File: config.mk
export PLATFORM = sky130hd
export DESIGN_NAME = utf8_to_utf16_decoder
export DESIGN_NICKNAME = d
export VERILOG_FILES = /design/src/sv/u8u16_pkg.sv /design/src/sv/utf8_to_utf16_decoder.sv
export SDC_FILE = /design/constraint.sdc
export NUM_CORES = 1
export LEC_CHECK = 0
export ABC_CLOCK_PERIOD_IN_PS = 4100
export BUFFER_PORTS_ARGS = -buffer_cell sky130_fd_sc_hd__buf_2
export CORE_MARGIN = 5
export CORE_UTILIZATION = 41
export DETAILED_ROUTE_END_ITERATION = 8
export PLACE_DENSITY = 0.69
export SYNTH_ARGS = -nofsm -noshare
export SYNTH_HDL_FRONTEND = slang
export SYNTH_SLANG_ARGS = --single-unit
File: constraint.sdc
create_clock -name clk -period 4.1 [get_ports clk]
set_input_delay 0.205 -clock clk [delete_from_list [all_inputs] [get_ports clk]]
set_output_delay 0.205 -clock clk [all_outputs]
set_load 0.03 [all_outputs]
File: src/sv/u8u16_pkg.sv
`timescale 1ns / 1ps

package u8u16_pkg;

	typedef logic [15:0] unit_t;
	typedef logic [1:0] seq_len_t;

	// Expected sequence length minus one; zero means nothing pending.
	localparam seq_len_t LEN_NONE  = 2'd0;
	localparam seq_len_t LEN_TWO   = 2'd1;
	localparam seq_len_t LEN_THREE = 2'd2;
	localparam seq_len_t LEN_FOUR  = 2'd3;

	localparam int unsigned MAX_UNITS = 4;

	localparam unit_t       REJECT_UNIT    = 16'h003F;
	localparam unit_t       HIGH_SURR_BASE = 16'hD800;
	localparam logic [5:0]  LOW_SURR_TAG   = 6'b110111;
	localparam logic [25:0] SUPP_OFFSET    = 26'h001_0000;

endpackage

File: src/sv/utf8_to_utf16_decoder.sv
`timescale 1ns / 1ps

// UTF-8 to UTF-16 decoder.
// Input channel: one UTF-8 byte per transfer on data_byte, handshake
// byte_valid / byte_stall. A zero byte ends the text and flushes any pending
// sequence without a unit of its own.
// Output channel: one UTF-16 code unit per transfer on code_unit, handshake
// unit_valid / unit_stall; last_of_run marks the final unit caused by a byte.
// A byte causes zero to four units (rejected bytes come out as 0x003F).
// A byte's units pass through the result buffer, then the output register.
// Throughput: one byte per cycle while each byte gives at most one unit and
// the receiver does not stall. A byte's decoded units sit in a four-entry
// result buffer that drains one unit per cycle, unless stalled, into the
// output register; the input reopens as the last of them moves there.
// While the receiver stalls, the output register holds its unit and the result
// buffer fills; byte_stall rises once the buffer cannot take the next byte.
// Reset clears the pending sequence, the result buffer and the output valid;
// the block accepts a byte in the first cycle after reset.
module utf8_to_utf16_decoder
	import u8u16_pkg::*;
(
	input  logic        clk,
	input  logic        arst_n,
	input  logic        byte_valid,
	output logic        byte_stall,
	input  logic [7:0]  data_byte,
	output logic        unit_valid,
	input  logic        unit_stall,
	output logic [15:0] code_unit,
	output logic        last_of_run
);

	localparam int unsigned CNT_W = $clog2(MAX_UNITS + 1);

	// Pending sequence state.
	seq_len_t     plen_q, plen_d;
	logic [1:0]   pcnt_q, pcnt_d;
	logic [20:0]  bits_q, bits_d;

	// Result buffer of the byte in flight.
	unit_t              units_s1 [MAX_UNITS];
	logic [CNT_W-1:0]   rem_s1;

	// Output register.
	logic   unit_valid_q;
	unit_t  code_unit_q;
	logic   last_q;

	logic               accept;
	logic               out_load;
	logic [1:0]         rej_cnt;
	logic [1:0]         tail_cnt;
	unit_t              tail0, tail1;
	logic [20:0]        cont_bits;
	logic [25:0]        supp;
	logic [CNT_W-1:0]   new_cnt;
	unit_t              new_units [MAX_UNITS];

	assign out_load   = (rem_s1 != '0) && (!unit_valid_q || !unit_stall);
	assign byte_stall = !((rem_s1 == '0) || ((rem_s1 == CNT_W'(1)) && out_load));
	assign accept     = byte_valid && !byte_stall;

	assign cont_bits = {bits_q[14:0], data_byte[5:0]};
	assign supp      = 26'(cont_bits) - SUPP_OFFSET;

	always_comb begin
		rej_cnt  = 2'd0;
		tail_cnt = 2'd0;
		tail0    = REJECT_UNIT;
		tail1    = REJECT_UNIT;
		plen_d   = plen_q;
		pcnt_d   = pcnt_q;
		bits_d   = bits_q;
		if ((plen_q != LEN_NONE) && (data_byte[7:6] == 2'b10)) begin
			bits_d = cont_bits;
			if (pcnt_q >= plen_q) begin
				if (plen_q == LEN_FOUR) begin
					tail_cnt = 2'd2;
					tail0    = supp[25:10] + HIGH_SURR_BASE;
					tail1    = {LOW_SURR_TAG, supp[9:0]};
				end else begin
					tail_cnt = 2'd1;
					tail0    = cont_bits[15:0];
				end
				plen_d = LEN_NONE;
				pcnt_d = 2'd0;
				bits_d = '0;
			end else begin
				pcnt_d = pcnt_q + 2'd1;
			end
		end else begin
			// A broken sequence rejects every buffered byte, then the byte is a lead.
			rej_cnt = (plen_q != LEN_NONE) ? pcnt_q : 2'd0;
			plen_d  = LEN_NONE;
			pcnt_d  = 2'd0;
			bits_d  = '0;
			if (data_byte == 8'h00) begin
				tail_cnt = 2'd0;
			end else if (!data_byte[7]) begin
				tail_cnt = 2'd1;
				tail0    = {8'h00, data_byte};
			end else if (data_byte[7:5] == 3'b110) begin
				plen_d = LEN_TWO;
				pcnt_d = 2'd1;
				bits_d = {16'h0000, data_byte[4:0]};
			end else if (data_byte[7:4] == 4'b1110) begin
				plen_d = LEN_THREE;
				pcnt_d = 2'd1;
				bits_d = {17'h00000, data_byte[3:0]};
			end else if (data_byte[7:3] == 5'b11110) begin
				plen_d = LEN_FOUR;
				pcnt_d = 2'd1;
				bits_d = {18'h00000, data_byte[2:0]};
			end else begin
				tail_cnt = 2'd1;
				tail0    = REJECT_UNIT;
			end
		end
	end

	assign new_cnt = CNT_W'(rej_cnt) + CNT_W'(tail_cnt);

	always_comb begin
		for (int i = 0; i < MAX_UNITS; i++) begin
			if (CNT_W'(i) < CNT_W'(rej_cnt)) begin
				new_units[i] = REJECT_UNIT;
			end else if (CNT_W'(i) == CNT_W'(rej_cnt)) begin
				new_units[i] = tail0;
			end else begin
				new_units[i] = tail1;
			end
		end
	end

	always_ff @(posedge clk or negedge arst_n) begin
		if (!arst_n) begin
			plen_q <= LEN_NONE;
			pcnt_q <= 2'd0;
			bits_q <= '0;
		end else if (accept) begin
			plen_q <= plen_d;
			pcnt_q <= pcnt_d;
			bits_q <= bits_d;
		end
	end

	always_ff @(posedge clk or negedge arst_n) begin
		if (!arst_n) begin
			rem_s1 <= '0;
		end else if (accept) begin
			rem_s1 <= new_cnt;
		end else if (out_load) begin
			rem_s1 <= rem_s1 - CNT_W'(1);
		end
	end

	// The head of the buffer always feeds the output register.
	always_ff @(posedge clk) begin
		if (accept) begin
			units_s1 <= new_units;
		end else if (out_load) begin
			for (int i = 0; i < MAX_UNITS - 1; i++) begin
				units_s1[i] <= units_s1[i + 1];
			end
		end
	end

	always_ff @(posedge clk or negedge arst_n) begin
		if (!arst_n) begin
			unit_valid_q <= 1'b0;
		end else if (out_load) begin
			unit_valid_q <= 1'b1;
		end else if (!unit_stall) begin
			unit_valid_q <= 1'b0;
		end
	end

	always_ff @(posedge clk) begin
		if (out_load) begin
			code_unit_q <= units_s1[0];
			last_q      <= (rem_s1 == CNT_W'(1));
		end
	end

	assign unit_valid  = unit_valid_q;
	assign code_unit   = code_unit_q;
	assign last_of_run = last_q;

endmodule

==> results by group, run 1 <==
Floorplanning
  • I/O pin total: 31
  • Die H: 115 um
  • Core Box Area: 0.0108 mm^2
  • Initial cell density of the core: 41.8%
  • Die X-Extent: 115 um
  • Die area: 0.0132 mm^2
  • Rows: 38

Timing
  • Final Max Tran Viols: 0
  • Hold Vio Cnt, Final: 0
  • Tightest Pin Transition: 1.18 ns
  • Clock skew: around 0.010 ns
  • Clock period minus final worst setup slack: 2.63 ns
  • Hold slack: 0.104 ns
  • Setup WS post-layout: 1.47 ns
  • Setup violators final: 0
  • RSZ-0062 raised after global routing: no
  • Final Cycle Share: 64.2%
  • Final setup TNS: 0 ns
  • Rel. slew slack: between 20% and 30%
  • F_max: 0.380 GHz

Logic synthesis
  • Post-synth EDFFs: 81
  • Syn nets: 390
  • Cells after synthesis: between 300 and 400
  • Post-Syn Area: 0.00451 mm^2
  • Synth Warn #: 0
  • Async set-reset flop share out of synthesis: 22.1%
  • Mean Syn Cell Area: 12.2 um^2
  • Post-synthesis cell type count: 41
  • FF+latch count, synth: 104
  • Synth Flop Type: edfxtp_1
  • Post-synthesis sequential area ratio: approximately two thirds

Cells and area
  • Number of diodes: 0
  • Layout Cells excl Fill: 543
  • Synth-to-Final Area Change: 11.3%
  • Final Net Count: 418
  • Register area: 0.00301 mm^2
  • Commonest non-fill, non-tap cells in the layout: 81 x edfxtp_1, 57 x nand2_1, 30 x a21oi_1, 30 x buf_2, 25 x o21ai_0
  • Area of the multi-input gates: 0.00136 mm^2
  • Commonest non-fill, non-tap cell in the layout: edfxtp_1
  • Fillers: 986
  • Share of cells above drive strength 1: 15.6%

CTS
  • Total CTS buffers: 9
  • Worst-skew pair later-pin latency: between 0.3 and 0.4 ns
  • Reg clk slew, reported paths: 0.09 ns
  • Clock buffer depth: 2
  • CTS root buffer: clkbuf_8
  • H-tree depth reported by CTS: 3
  • Sink Count: about 100
  • TritonCTS clock tree: done

Drt
  • DRT antenna net count: 0
  • Total wire length: just under 9 mm
  • DR iter-0 viols: between 200 and 300
  • First drt pass iteration count: 4
  • DR DRC count: 0
  • Routed len/inst: 16.5 um
  • Via count: 2952
  • Via/cell ratio: 5.44

Setup path
  • FF-to-FF path depth: 10
  • R2R Path End: rem_s1[2]
  • Worst Setup Start Kind: flop
  • Worst reg2reg startpoint: pcnt_q[0]
  • CP Data Arrival Time: around 2.9 ns
  • CP Class: reg -> reg
  • Req. time, crit path: 4.36 ns
  • Worst-path maximum fanout: 6
  • Crit end category: flop
  • R2r setup slk: approximately 1.5 ns

Placed design
  • HPWL Detailed: 5.88 mm
  • I/O Buffers: 30
  • GPL Wtd Cong: between 0.8 and 0.9
  • Placed Cells: 526
  • Pre-CTS setup slack: 1.50 ns

GRT
  • Grt met2 use: 22.4%
  • Top Usage Layer GRT: met2
  • Vias in the first global route: 2909
  • First-pass GRT wire length: roughly 15 mm
  • Pin count of the biggest net entering global routing: 51
  • Total Routing Usage GR: between 10% and 20%
  • Overflow after GRT: 0
  • Initial antenna violation count: 0
  • GRT met1 Usage: 19.6%
  • M3 GR Usage: 3.21%

Hold path
  • Worst Hold Depth: 3
  • HP Start: unit_stall
  • WHS Endpoint: unit_valid
  • Tightest Hold Check Type: in -> reg

Job
  • Max_cap viols: 0

Power and ir drop
  • Static Leak: 0.00193 uW
  • Pwr/cell area: between 600 and 700 mW/mm^2
  • Peak supply drop: 0.263 mV

Status
  • Status: completed
-- per-stage QoR --
stage / util, % / total power, uW / cell area, um^2
3_5_place_dp: 44.4 / 2750 / 4790
6_report: 46.5 / 3420 / 5020
3_3_place_gp: 44.4 / 2710 / 4790
5_1_grt: 46.5 / 3630 / 5020
4_1_cts: 46.5 / 3450 / 5020
2_1_floorplan: - / 2450 / 4510
-- where the power goes --
part           internal (uW)  switching [uW]  leakage (uW)
Clock                    363             337      0.000107
Sequential              1610             136       0.00102
Combinational            285             689      0.000798
Total                   2260            1160       0.00193
-- layer usage --
metal  up-vias  share of wire (%)  wire length (um)
met5         -                  0                 0
met4         0                2.4               213
met3        13                5.4               482
met2        75                 50              4450
met1      1459                 42              3800
li1       1405                  -                 -
-- registers in the layout, summed over array words and instances, names as in the netlist --
| signal | flops |
|---|---|
| units_s1 | 64 |
| unit_valid | 1 |
| rem_s1 | 3 |
| code_unit | 16 |
| pcnt_q | 2 |
| bits_q | 15 |
| last_of_run | 1 |
| plen_q | 2 |
-- critical path, stage by stage (launching register included) --
cell and delay [ns]:
dfrtp_1 0.45, inv_1 0.12, ha_1 0.27, nand2b_1 0.16
a21oi_1 0.30, nor2_1 0.18, nand2_1 0.09, o21ai_0 0.13
ha_1 0.22, fa_1 0.35, mux2_2 0.26
-- final cells by class --
cell class	instances	share of cell area [%]
tap	140	3.49
timing repair buffer	36	3.94
clock buffer	12	2.89
clock inverter	4	1.52
sequential	104	59.9
multi-input combinational	231	27.1
inverter	16	1.20
-- Yosys cell counts, types with 2 or more instances --
cell	number	area, um^2
a21oi_1	31	155
a22o_1	15	131
a31oi_1	2	12.5
and2_1	4	25.0
and3_1	5	31.3
buf_2	8	40.0
clkbuf_1	9	33.8
dfrtp_1	23	576
edfxtp_1	81	2430
ha_1	7	87.6
inv_1	15	56.3
mux2_2	4	45.0
nand2_1	57	214
nand2b_1	8	50.1
nand3_1	4	20.0
nor2_1	18	67.6
nor2b_1	4	25.0
nor3_1	3	15.0
nor3_4	2	32.5
o211ai_1	3	22.5
o21ai_0	25	125
o22ai_1	18	113
or4_1	2	15.0
xnor2_1	5	43.8
-- worst max path at each step --
stage	startpoint	endpoint	slack, ns
5_1_grt	rem_s1[1]	units_s1[36]	1.15
4_1_cts	pcnt_q[0]	rem_s1[2]	1.46
2_1_floorplan	rem_s1[0]	units_s1[16]	0.52
3_5_place_dp	pcnt_q[0]	rem_s1[2]	1.50
3_3_place_gp	pcnt_q[0]	rem_s1[2]	1.52
6_report	pcnt_q[0]	rem_s1[2]	1.47
-- kinds of logic after synthesis --
family          synth area share (%)
simple gates                    11.6
xor+xnor                       0.971
flops                           66.7
mux                            0.998
buf+inv                         3.30
compound gates                  13.9
fa+ha+maj                       2.38
other cells                   0.0831
-- repair_timing --
action / CTS / global route
endpoints found under the hold margin: 23 / 0
hold buffers: 1 / 0
buffers inserted: 0 / 0
resized for setup: 0 / 0
No activity file was read; power rests on OpenSTA's default activity.
==> inputs of run 2 (changes only) <==
Settings changed: ABC_CLOCK_PERIOD_IN_PS 4100 to 2500.
Clock period 4.1 ns to 2.5 ns, I/O delays scaled along.
==> run 2 against run 1 <==
Clock power up 60%. Die area unchanged. Maximum frequency up 10%. Non-clock buffer count up 8. Largest cell class unchanged.
==> results by group, run 2 (same netlist as run 1, synthesis figures left out) <==
Setup path
  • CP Data Arrival Time: 2.66 ns
  • Critical-path cell list: ha_1 > nand2b_1 > a21oi_2 > nor2_1 > nand2_1 > o21ai_0 > ha_1 > fa_1 > mux2_2
  • Critical path's top delay family: adder cells
  • Slowest stage cell, crit path: dfrtp_1
  • Worst Setup Start Kind: flop
  • Crit-path max cell delay: 0.45 ns
  • Crit end category: flop
  • Worst-path maximum fanout: 7
  • Req. time, crit path: between 2 and 3 ns
  • CP Class: reg -> reg
  • Cell mode on critical path: ha_1
  • Buf/Inv on CP: 0

Floorplanning
  • Die X-Extent: 115 um
  • I/O pin total: 31
  • Rows: 38
  • Initial cell density of the core: a little over two fifths
  • Die H: 115 um
  • Die area: 0.0132 mm^2
  • Core Box Area: 0.0108 mm^2

Timing
  • Final Cycle Share: 95.7%
  • Clock skew: 0.00976 ns
  • Final Max Tran Viols: 0
  • Tightest Pin Transition: 0.709 ns
  • Clock period minus final worst setup slack: 2.39 ns
  • Final setup TNS: 0 ns
  • Setup violators final: 0
  • Hold Vio Cnt, Final: 0
  • Rel. slew slack: between 50% and 60%
  • F_max: 0.418 GHz
  • RSZ-0062 raised after global routing: no

Status
  • Status: completed

Cells and area
  • Number of diodes: 0
  • Final Net Count: between 400 and 500
  • Final core occ: 47.3%
  • Share of cells above drive strength 1: 17.6%
  • Synth-to-Final Area Change: 13.1%
  • Commonest non-fill, non-tap cell in the layout: edfxtp_1
  • Max reg flops: 64
  • Final instance area: between 0.005 and 0.006 mm^2
  • Fillers: 933
  • Most flops, register: units_s1
  • Commonest non-fill, non-tap cells in the layout: 81 x edfxtp_1, 57 x nand2_1, 30 x buf_2

Drt
  • DR iter-0 viols: 280
  • First drt pass iteration count: 4
  • Total wire length: approximately 9.2 mm
  • DR DRC count: 0
  • DRT antenna net count: 0
  • Routed len/inst: 16.7 um
  • M1 WL: 4.05 mm
  • Via count: 3006
  • Met2 wire length: 4.40 mm
  • Met3 wire len: 468 um
  • Highest Signal Layer: met4
  • Via/cell ratio: 5.47

GRT
  • Overflow after GRT: 0
  • Vias in the first global route: 2967
  • Total Routing Usage GR: 14.6%
  • Initial antenna violation count: 0
  • Pin count of the biggest net entering global routing: 49
  • First-pass GRT wire length: roughly 15 mm

CTS
  • CTS root buffer: clkbuf_8
  • Reg clk slew, reported paths: approximately 0.09 ns
  • TritonCTS clock tree: done
  • Worst-skew pair later-pin latency: 0.38 ns
  • Clock buffer depth: 2
  • H-tree depth reported by CTS: 3
  • Total CTS buffers: 9
  • Sink Count: ~100
  • Post-CTS Setup Bufs: 0

Power and ir drop
  • Peak supply drop: 0.464 mV
  • Static Leak: 0.00197 uW
  • Pwr/cell area: between 1000 and 1500 mW/mm^2

Job
  • Max_cap viols: 0

Hold path
  • Tightest Hold Check Type: in -> reg

Placed design
  • GPL Wtd Cong: 0.862
  • HPWL Detailed: 6.16 mm
  • Placed cell area: 0.00486 mm^2
  • I/O Buffers: 30
[run 2: cell count changes in the layout (fill, tap and decap cells not counted), sizes merged]
cell / previous run / this run
dlygate4sd3: 1 / 2
buf: 35 / 42
inv: 17 / 16
clkbuf: 12 / 9
clkinv: 0 / 3
[run 2: report_power, final]
part	switching [uW]	leakage [uW]	internal, uW
Sequential	219	0.00102	2620
Clock	562	0.000103	555
Combinational	1180	0.000846	564
[run 2: tightest hold or removal path: stages]
cell and delay (ns):
buf_2 0.13, nand4_1 0.08, nand2_1 0.05
[run 2: path summary, 6_finish.rpt]
kind	startpoint	cells past startpoint	endpoint	slack, ns
worst max register to register	plen_q[0]	9	rem_s1[2]	0.11
worst min-delay path	data_byte[6]	3	plen_q[0]	0.05
min in group asynchronous	arst_n	2	rem_s1[2]	0.26
max in group asynchronous	arst_n	2	bits_q[10]	1.87
worst max-delay path	plen_q[0]	9	rem_s1[2]	0.11
worst min register to register	units_s1[48]	0	code_unit[0]	0.43
[run 2: what timing repair did]
action	CTS	global route
hold buffers	2	0
setup endpoints to repair	0	12
hold endpoints to repair	24	0
gates resized for setup	0	3
[run 2: metal layers]
layer,vias to the layer above,global-route usage (%)
met5,-,0
met4,0,7.67
met3,21,2.89
met2,81,22.8
met1,1482,19.4
li1,1422,-
[run 2: cell type report]
class | count | area [um^2] | area share (%)
timing repair buffer | 44 | 277 | 5.42
multi-input combinational | 231 | 1380 | 26.9
sequential | 104 | 3010 | 58.9
tap | 140 | 175 | 3.43
inverter | 16 | 60.1 | 1.18
clock buffer | 9 | 124 | 2.43
clock inverter | 6 | 85.1 | 1.67
[run 2: metrics by stage]
stage / instances / hold slack, ns / total power, uW / setup WS (ns)
after global routing: 550 / 0.0423 / 6030 / 0.0160
after CTS: 550 / 0.0306 / 5750 / 0.0732
final: 550 / 0.0519 / 5700 / 0.108
after floorplan: 370 / -0.171 / 4020 / 0.144
after global placement: 533 / 0.132 / 4550 / 0.155
after detailed placement: 533 / 0.138 / 4630 / 0.0837
